[src/design/ptss_pkg.sv]
// ----------------------------------------------------------------------------
// ptss_pkg - shared types and codes for the periodic task slot scheduler
// Input and result payload structs, item kinds, result status codes and
// the fixed constants of the slot table.
// ----------------------------------------------------------------------------
package ptss_pkg;

	// Item kinds
	localparam logic [1:0] KIND_SCHED   = 2'd0;
	localparam logic [1:0] KIND_UNSCHED = 2'd1;
	localparam logic [1:0] KIND_TICK    = 2'd2;

	// Result status codes
	localparam logic [1:0] STAT_SCHEDULED = 2'd0;
	localparam logic [1:0] STAT_FULL      = 2'd1;
	localparam logic [1:0] STAT_ON_TIME   = 2'd2;
	localparam logic [1:0] STAT_LATE      = 2'd3;

	// Period value that marks a one-shot task
	localparam logic [31:0] ONE_SHOT = 32'hFFFF_FFFF;

	// Late tolerance after reset
	localparam logic [15:0] TOL_RESET = 16'd10;

	typedef struct packed {
		logic [1:0]  kind;
		logic [5:0]  slot;
		logic [31:0] period;
		logic [31:0] first_due;
		logic [31:0] now;
	} in_item_t;

	typedef struct packed {
		logic [4:0] slot_index;
		logic [1:0] status;
		logic       last;
	} out_item_t;

endpackage

[src/design/periodic_task_slot_scheduler.sv]
// ----------------------------------------------------------------------------
// periodic_task_slot_scheduler - bitmap slot table of periodic timers
// Schedules tasks into the lowest free slot, frees slots on request and, on
// each tick, walks the table and reports every due slot, re-arming periodic
// tasks and freeing one-shot tasks.
// ----------------------------------------------------------------------------
//
//  Channel  Signals                       Direction  Moves
//  -------  ----------------------------  ---------  ---------------------------
//  in       in_valid, in_ready, in_data   input      schedule / unschedule / tick
//  out      out_valid, out_ready, out_data output    slot result, last flags end
//  cfg      cfg_we, cfg_wdata             input      late tolerance register
//
//  A tick keeps in_ready low for the whole walk: the slot table is read one
//  slot per cycle through a registered read port unless the walk stalls, then
//  the last slot is evaluated, the walk is closed and the final result is
//  released. A schedule tests one occupancy bit per cycle, lowest first.
//  An unschedule completes in the accept cycle; in_ready stays high.
//  A due result is held one result back so its last flag is known; a full output
//  register stalls the walk. Reset clears the occupancy map and restores the
//  tolerance to its reset value.
//
module periodic_task_slot_scheduler #(
	parameter int SLOTS = 32
) (
	input  logic                 clk,
	input  logic                 arst_n,
	input  logic                 in_valid,
	output logic                 in_ready,
	input  ptss_pkg::in_item_t   in_data,
	output logic                 out_valid,
	input  logic                 out_ready,
	output ptss_pkg::out_item_t  out_data,
	input  logic                 cfg_we,
	input  logic [15:0]          cfg_wdata
);

	localparam int IDX_W = (SLOTS > 1) ? $clog2(SLOTS) : 1;
	localparam int CNT_W = $clog2(SLOTS + 1);

	typedef enum logic [1:0] {
		S_IDLE,
		S_SCHED,
		S_TICK,
		S_FLUSH
	} state_t;

	state_t               state_q;
	logic [SLOTS-1:0]     occ_q;
	logic [15:0]          tol_q;
	logic [CNT_W-1:0]     cnt_q;
	logic [31:0]          period_q;
	logic [31:0]          first_due_q;
	logic [31:0]          now_q;
	logic                 out_valid_q;
	ptss_pkg::out_item_t  out_q;
	logic                 pend_valid_q;
	ptss_pkg::out_item_t  pend_q;

	// Evaluation stage behind the table read
	logic                 ev_valid_s1;
	logic [IDX_W-1:0]     ev_idx_s1;
	logic [31:0]          due_s1;
	logic [31:0]          per_s1;

	// Slot table storage
	logic [31:0]          due_mem [SLOTS];
	logic [31:0]          per_mem [SLOTS];

	logic                 out_free;
	logic [IDX_W-1:0]     cnt_idx;
	logic                 cnt_end;
	logic                 sched_free;
	logic                 hit;
	logic [32:0]          late_sum;
	logic                 late;
	logic [31:0]          rearm;
	logic                 one_shot;
	logic                 stall;
	logic                 walk_done;
	logic                 rd_en;
	logic                 due_we;
	logic                 per_we;
	logic [IDX_W-1:0]     wr_addr;
	logic [31:0]          due_wdata;

	assign in_ready  = (state_q == S_IDLE);
	assign out_valid = out_valid_q;
	assign out_data  = out_q;

	// Output register can take a new result this cycle
	assign out_free = !out_valid_q || out_ready;

	// Walk counter decode
	assign cnt_idx    = cnt_q[IDX_W-1:0];
	assign cnt_end    = (cnt_q == CNT_W'(SLOTS));
	assign sched_free = !occ_q[cnt_idx];

	// Shared evaluation unit: due test, late test, re-arm add
	assign late_sum  = {1'b0, due_s1} + {17'd0, tol_q};
	assign late      = ({1'b0, now_q} >= late_sum);
	assign rearm     = now_q + per_s1;
	assign one_shot  = (per_s1 == ptss_pkg::ONE_SHOT);
	assign hit       = ev_valid_s1 && occ_q[ev_idx_s1] && (now_q >= due_s1);
	assign stall     = hit && pend_valid_q && !out_free;
	assign walk_done = cnt_end && !ev_valid_s1;
	assign rd_en     = (state_q == S_TICK) && !stall && !cnt_end;

	// Table write port select
	always_comb begin
		due_we    = 1'b0;
		per_we    = 1'b0;
		wr_addr   = cnt_idx;
		due_wdata = first_due_q;
		if (state_q == S_SCHED && !cnt_end && sched_free && out_free) begin
			due_we = 1'b1;
			per_we = 1'b1;
		end else if (state_q == S_TICK && hit && !stall && !one_shot) begin
			due_we    = 1'b1;
			wr_addr   = ev_idx_s1;
			due_wdata = rearm;
		end
	end

	// Slot table: one write port, registered read
	always_ff @(posedge clk) begin
		if (due_we) begin
			due_mem[wr_addr] <= due_wdata;
		end
		if (per_we) begin
			per_mem[wr_addr] <= period_q;
		end
		if (rd_en) begin
			due_s1 <= due_mem[cnt_idx];
			per_s1 <= per_mem[cnt_idx];
		end
	end

	// Sequencer, occupancy map and result registers
	always_ff @(posedge clk or negedge arst_n) begin
		if (!arst_n) begin
			state_q      <= S_IDLE;
			occ_q        <= '0;
			tol_q        <= ptss_pkg::TOL_RESET;
			cnt_q        <= '0;
			period_q     <= '0;
			first_due_q  <= '0;
			now_q        <= '0;
			out_valid_q  <= 1'b0;
			out_q        <= '0;
			pend_valid_q <= 1'b0;
			pend_q       <= '0;
			ev_valid_s1  <= 1'b0;
			ev_idx_s1    <= '0;
		end else begin
			// Drop the output once it is transferred
			if (out_valid_q && out_ready) begin
				out_valid_q <= 1'b0;
			end
			if (cfg_we) begin
				tol_q <= cfg_wdata;
			end

			unique case (state_q)
				S_IDLE: begin
					if (in_valid) begin
						unique case (in_data.kind)
							ptss_pkg::KIND_SCHED: begin
								period_q    <= in_data.period;
								first_due_q <= in_data.first_due;
								cnt_q       <= '0;
								state_q     <= S_SCHED;
							end
							ptss_pkg::KIND_UNSCHED: begin
								if (in_data.slot < 6'(SLOTS)) begin
									occ_q[in_data.slot[IDX_W-1:0]] <= 1'b0;
								end
							end
							ptss_pkg::KIND_TICK: begin
								now_q       <= in_data.now;
								cnt_q       <= '0;
								ev_valid_s1 <= 1'b0;
								state_q     <= S_TICK;
							end
							default: begin
							end
						endcase
					end
				end

				S_SCHED: begin
					// Test one occupancy bit per cycle, lowest first
					priority if (cnt_end) begin
						if (out_free) begin
							out_valid_q      <= 1'b1;
							out_q.slot_index <= '0;
							out_q.status     <= ptss_pkg::STAT_FULL;
							out_q.last       <= 1'b1;
							state_q          <= S_IDLE;
						end
					end else if (sched_free) begin
						if (out_free) begin
							occ_q[cnt_idx]   <= 1'b1;
							out_valid_q      <= 1'b1;
							out_q.slot_index <= 5'(cnt_idx);
							out_q.status     <= ptss_pkg::STAT_SCHEDULED;
							out_q.last       <= 1'b1;
							state_q          <= S_IDLE;
						end
					end else begin
						cnt_q <= cnt_q + 1'b1;
					end
				end

				S_TICK: begin
					if (!stall) begin
						// Advance the read side
						if (!cnt_end) begin
							ev_valid_s1 <= 1'b1;
							ev_idx_s1   <= cnt_idx;
							cnt_q       <= cnt_q + 1'b1;
						end else begin
							ev_valid_s1 <= 1'b0;
						end
						// Retire the held result, hold the new one
						if (hit) begin
							if (pend_valid_q) begin
								out_valid_q <= 1'b1;
								out_q       <= pend_q;
							end
							pend_valid_q      <= 1'b1;
							pend_q.slot_index <= 5'(ev_idx_s1);
							pend_q.status     <= late ? ptss_pkg::STAT_LATE
							                          : ptss_pkg::STAT_ON_TIME;
							pend_q.last       <= 1'b0;
							if (one_shot) begin
								occ_q[ev_idx_s1] <= 1'b0;
							end
						end
						if (walk_done) begin
							state_q <= S_FLUSH;
						end
					end
				end

				S_FLUSH: begin
					// Release the final result with last set
					if (!pend_valid_q) begin
						state_q <= S_IDLE;
					end else if (out_free) begin
						out_valid_q      <= 1'b1;
						out_q.slot_index <= pend_q.slot_index;
						out_q.status     <= pend_q.status;
						out_q.last       <= 1'b1;
						pend_valid_q     <= 1'b0;
						state_q          <= S_IDLE;
					end
				end

				default: begin
					state_q <= S_IDLE;
				end
			endcase
		end
	end

endmodule

[config.mk]
export PLATFORM = sky130hd
export DESIGN_NAME = periodic_task_slot_scheduler
export DESIGN_NICKNAME = d
export VERILOG_FILES = /design/src/design/ptss_pkg.sv /design/src/design/periodic_task_slot_scheduler.sv
export SDC_FILE = /design/constraint.sdc
export NUM_CORES = 2
export LEC_CHECK = 0
export BUFFER_PORTS_ARGS = -buffer_cell sky130_fd_sc_hd__clkbuf_2
export CORE_AREA = 2 2 487 489
export CTS_CLUSTER_SIZE = 30
export DETAILED_ROUTE_END_ITERATION = 12
export DIE_AREA = 0 0 489 491
export GPL_TIMING_DRIVEN = 0
export SETUP_SLACK_MARGIN = 0.1
export SLEW_MARGIN = 20
export SYNTH_ARGS = -nofsm -noshare
export SYNTH_HDL_FRONTEND = slang
export SYNTH_SLANG_ARGS = --single-unit
[constraint.sdc]
create_clock -name clk -period 7 [get_ports clk]
set_input_delay 0.7 -clock clk [delete_from_list [all_inputs] [get_ports clk]]
set_output_delay 0.7 -clock clk [all_outputs]
set_load 0.05 [all_outputs]
# Word-level counts from Yosys, hierarchy flattened
# Memory sizes are Yosys's and may differ from the RTL's. A register that Yosys moved wholly into a read port is not among the register bits.
# Cells that the tools add are included.
# totals
out_inout_bits	10
mem_bits_rw	2048
reg_bits	175
mem_count	2
# mem_list
memory	depth	width	rd	rd_ports_with_merged_regs	write_ports	line	text
due_mem	32	32	1	1	1	periodic_task_slot_scheduler.sv:67	logic [31:0] due_mem [SLOTS];
per_mem	32	32	1	1	1	periodic_task_slot_scheduler.sv:68	logic [31:0] per_mem [SLOTS];
# op_classes
order_cmp	9
n_mux	77
n_eq_ne	28
reduce_logical	42
n_addsub	3
bitwise	7
# ops
cell	n
$mux 32	11
$pmux 32 s3	1
$mux 8	9
$and 32x32->32	2
$not 32->32	2
$mux 6	6
$add 32x16->33	1
$ge 32x33->1	1
$add 32x32->32	1
$eq 32x32->1 const B	1
$ge 32x32->1	1
$or 32x32->32	1
$mux 1	29
$ne 2x2->1 const B	14
$pmux 8 s3	1
$lt 5x6->1 const B	3
$pmux 6 s3	1
$logic_and 1x1->1	17
$demux 1 s5	3
$ge 5x1->1 const B	3
$reduce_and 3->1	5
$mux 2	7
$bmux 1 s5	2
$mux 5	2
other kinds (24)	42

# Depth between registers and ports, before layout
# logic_depth
word_depth	13
mapped_depth	21
depth_no_buf	21

# Least setup slack after synthesis
# Ideal clock, no wire load.
# synth_timing
kind	register to register
from	reg due_s1[21] (read register of due_mem)
to	reg ev_idx_s1[0]
period_less_slack_ns	5.332
t_arrival_ns	5.207
slack_ns	1.668
stages_incl_launch_ff	12
setup_time_ns	0.125
n_path_buf	0
required_ns	6.875
cell_sequence	edfxtp_1 -> inv_1 -> ha_1 -> a21o_1 -> a21o_1 -> a21oi_1 -> nand3_1 -> a221o_1 -> o21ai_0 -> nor2_1 -> nor3_2 -> mux2_2
# synth_between
elab_chain_cells	6
# synth_lines
element	line	text
start, declared	periodic_task_slot_scheduler.sv:63	logic [31:0] due_s1;
$ge 32x32->1	periodic_task_slot_scheduler.sv:104	assign hit = ev_valid_s1 && occ_q[ev_idx_s1] && (now_q >= due_s1);
$logic_and 1x1->1	periodic_task_slot_scheduler.sv:104	
$logic_and 1x1->1 (2 in a row)	periodic_task_slot_scheduler.sv:105	assign stall = hit && pend_valid_q && !out_free;
$not 1->1 (no line)	--	
$reduce_and 3->1 (no line)	--	
end signal, assigned	periodic_task_slot_scheduler.sv:220	ev_idx_s1 <= cnt_idx;
end, declared	periodic_task_slot_scheduler.sv:62	logic [IDX_W-1:0] ev_idx_s1;
# Every way passes these cells.
# A chain may end at the register's enable or synchronous reset.

# Worst setup path after layout
# layout_timing
from	reg now_q[0]
to	mem due_mem[7][21] (enable)
# layout_between
elab_chain_cells	11
# layout_lines
element	line	text
start, declared	periodic_task_slot_scheduler.sv:54	logic [31:0] now_q;
start signal, assigned	periodic_task_slot_scheduler.sv:180	now_q <= in_data.now;
$ge 32x32->1 (*)	periodic_task_slot_scheduler.sv:104	
$logic_and 1x1->1 (*)	periodic_task_slot_scheduler.sv:104	
$logic_and 1x1->1 (2 in a row)	periodic_task_slot_scheduler.sv:105	
$logic_not 1->1	--	
$logic_and 1x1->1 (*) (2 in a row)	periodic_task_slot_scheduler.sv:118	end else if (state_q == S_TICK && hit && !stall && !one_shot) begin
$mux 1	periodic_task_slot_scheduler.sv:118	
$mux 1	periodic_task_slot_scheduler.sv:115	if (state_q == S_SCHED && !cnt_end && sched_free && out_free) begin
$mux 1	periodic_task_slot_scheduler.sv:127	if (due_we) begin
$mux 1 (implied by the code)	periodic_task_slot_scheduler.sv:128	due_mem[wr_addr] <= due_wdata;
end, declared	periodic_task_slot_scheduler.sv:67	
# Every way passes the cells marked *; elsewhere a longest branch is shown, timed or not.

==> impl_metrics.py <==
metrics = {
    "clocking": {
        "cts_buffers": 224,
        "clk_pin_slew_ns": 0.06,
        "cts_tree": "yes",
        "cts_root_buf": "clkbuf_16",
        "clk_latency_ns": 0.89,
        "cts-htree-levels": 4,
        "post_cts_buffers": 0,
        "cts.path.max_buffers": 3,
        "clock-sinks": 2287,
    },
    "synth": {
        "synth_cell_types": 80,
        "synth_cells": 4473,
        "syn_nets": 4720,
        "yosys.area.top_type_share": 0.696,
        "synth_top_area_cell": "edfxtp_1",
        "yosys_warnings": 0,
        "synth_ff_type": "edfxtp_1",
        "synth.area.top_cells": "edfxtp_1 (70%), mux4_2 (13%), dfrtp_1 (4.8%)",
        "synth_seq_cells": 2287,
        "synthArstFlopShare": 0.0765,
        "synth_area_mm2": 0.0911,
        "synth_edf_count": 2112,
        "avgSynthCellArea_um2": 20.4,
        "yosysSeqAreaShare": 0.744,
    },
    "layout": {
        "layout_common_cells": "edfxtp_1 (2112), mux4_2 (520), clkbuf_16 (226)",
        "fin_nets": 5231,
        "multi_input_area_mm2": 0.0229,
        "regArea_mm2": 0.0678,
        "area_growth_pct": 17.7,
        "layout.cells.most_common": "edfxtp_1",
        "nFillCells": 19566,
        "fin_util": 0.457,
        "drive_gt1_frac": 0.286,
    },
    "floorplan": {
        "coreArea_mm2": 0.235,
        "row_count": 178,
        "chipWidth_um": 489,
        "die_h_um": 491,
        "top_level_ports": 135,
        "dieArea_mm2": 0.240,
        "start_util": 0.389,
    },
    "critical_path": {
        "path_cells": "inv_1, ha_1, nor2b_1, o21ai_0, a21oi_1, o31a_1, a21oi_1, o211ai_2, and3b_1, buf_2, buf_4, a21boi_4, nor2_4, buf_8, buf_12",
        "crit_buf_inv": 5,
        "max_stage_delay_ns": 0.84,
        "reg2regPathDepth": 15,
        "crit_fanout": 16,
        "cpMostUsedCell": "a21oi_1",
        "path_depth": 15,
        "cp_slowest_cell": "a21oi_1",
        "worstSetupStartpointType": "register",
        "end_kind": "register",
        "crit_required_ns": 7.55,
        "path_class": "reg2reg",
        "crit_family": "compound AO/OA/AOI/OAI gates",
        "cp.arrival_ns": 6.51,
    },
    "detailed_routing": {
        "drtPass1Iterations": 6,
        "drt_iter0_drc": 7228,
        "drt-wirelength-per-cell_um": 33.7,
        "drt-total-wl_um": 281000,
        "antenna_left": 0,
        "viasPerCell": 5.97,
        "num_vias": 49857,
        "drc": 0,
    },
    "global_route": {
        "grt_pass1_wl_um": 388000,
        "grt_pass1_vias": 48669,
        "grt_max_degree": 76,
        "track_usage": 0.233,
        "overflow": 0,
        "antenna_found_initial": 16,
    },
    "power": {
        "p_leak_nw": 34.6,
        "vdd_drop_max_v": 0.000286,
        "power.total_mw": 42.4,
        "powerDensity_mw_per_mm2": 395,
    },
    "hold_path": {
        "whs_path_depth": 2,
        "hp-class": "in2reg",
    },
    "placed_design": {
        "hpwl_um": 196000,
        "port_buffers": 133,
        "routabilityCongestion": 0.876,
    },
    "status": {
        "status": "complete, no violations",
    },
    "timing": {
        "fin_crit_sh": 0.851,
        "hold_violations": 0,
        "fmax_mhz": 168,
        "slew_violations": 0,
        "relSlewSlack": 0.168,
        "hold_slack_ns": 0.0607,
        "min_period_ns": 5.96,
        "setup-violations-final": 0,
        "rsz0062_at_grt": "false",
        "finalSetupTns_ns": 0,
        "tightest_slew_ns": 1.25,
        "skew_ns": 0.0603,
    },
    "job": {
        "max_cap_viol_count": 0,
    },
}
-- path summary, 6_finish.rpt --
path                            slack (ns)   startpoint        endpoint
worst max-delay path                  1.04     now_q[0]  due_mem[7][21]
worst min-delay path                  0.06  in_data[73]     period_q[9]
worst max register to register        1.04     now_q[0]  due_mem[7][21]
worst min register to register        0.47    pend_q[2]       pend_q[2]
max in group asynchronous             5.85       arst_n     out_data[3]
min in group asynchronous             0.32       arst_n    period_q[11]
-- cell families (layout without fill, tap and decap cells) --
family                     count (synthesis)  after routing  share of synthesized area
AOI/OAI and AO/OA                        579            579                     0.0449
muxes                                    731            731                      0.154
other                                      0             19                          0
DFF                                     2287           2287                      0.744
and+or+nand+nor                          413            413                     0.0224
buffers and inverters                    283            992                     0.0121
xor gates and xnor gates                  58             58                    0.00557
adders and majority gates                122            122                     0.0169
-- synth_stat cells, types with 4 or more instances --
cell type / instances
a211oi_1: 6
and4_1: 4
edfxtp_1: 2112
nor3b_1: 5
nand4_1: 57
o2111ai_1: 32
mux2_1: 20
buf_4: 4
nand3b_1: 9
mux4_2: 520
and2_1: 4
ha_1: 120
nand2b_1: 10
mux2i_1: 54
a21oi_1: 128
mux2i_2: 4
or3_1: 10
o22ai_1: 36
o21a_1: 9
nand2_1: 92
clkbuf_1: 137
xor2_1: 20
or3b_2: 4
o31ai_1: 6
nand3_1: 28
nor2b_1: 12
nor2_1: 126
dfrtp_1: 173
o21ai_0: 42
nor4_1: 10
inv_1: 63
o21bai_1: 6
and3_1: 5
a22oi_1: 219
xnor2_1: 38
buf_2: 6
mux2_2: 129
nor3_1: 26
buf_1: 69
a31oi_1: 6
o211ai_1: 5
a21o_1: 40
-- layer usage --
layer | track usage | wire [µm] | up-vias
met2 | 0.347 | 126000 | 2954
li1 | - | - | 19839
met3 | 0.0516 | 28200 | 486
met4 | 0.0910 | 12300 | 6
met5 | 0 | 45 | -
met1 | 0.333 | 114000 | 26572
-- final cells by class --
type	count	area share
clock buffers	283	0.0560
well taps	3150	0.0368
repair buffers	285	0.0373
inverters	65	0.00228
plain buffers	218	0.00894
flip-flops and latches	2287	0.632
multi-input cells	1903	0.213
clock inverters	141	0.0127
diodes	19	0.000443
-- per-stage QoR --
stage | instance area, µm² | instances | worst slack [ns]
finish | 107000 | 8351 | 1.04
global route | 107000 | 8341 | 0.921
floorplan | 91100 | 4473 | 1.67
detailed placement | 99700 | 7905 | 1.09
global placement | 95700 | 7756 | -1.75
CTS | 107000 | 8330 | 1.07
-- report_power, final --
group	leakage, nW	switching (mW)	internal (mW)
Clock	3.60	5.25	6.82
Combinational	9.76	6.86	4.03
Sequential	21.2	1.70	17.7
Total	34.6	13.8	28.6
-- state kept, by name (all words and copies together) (netlist names), 8 cells and up --
name         cells
tol_q           16
now_q           32
due_s1          32
out_data         8
period_q        32
due_mem       1024
per_s1          32
per_mem       1024
first_due_q     32
occ_q           32
-- what timing repair did --
item,in CTS,in global routing
hold buffers,1,0
endpoints found under the hold margin,27,0
resized for setup,0,0
Note: power is estimated with default switching activity, not from simulation.
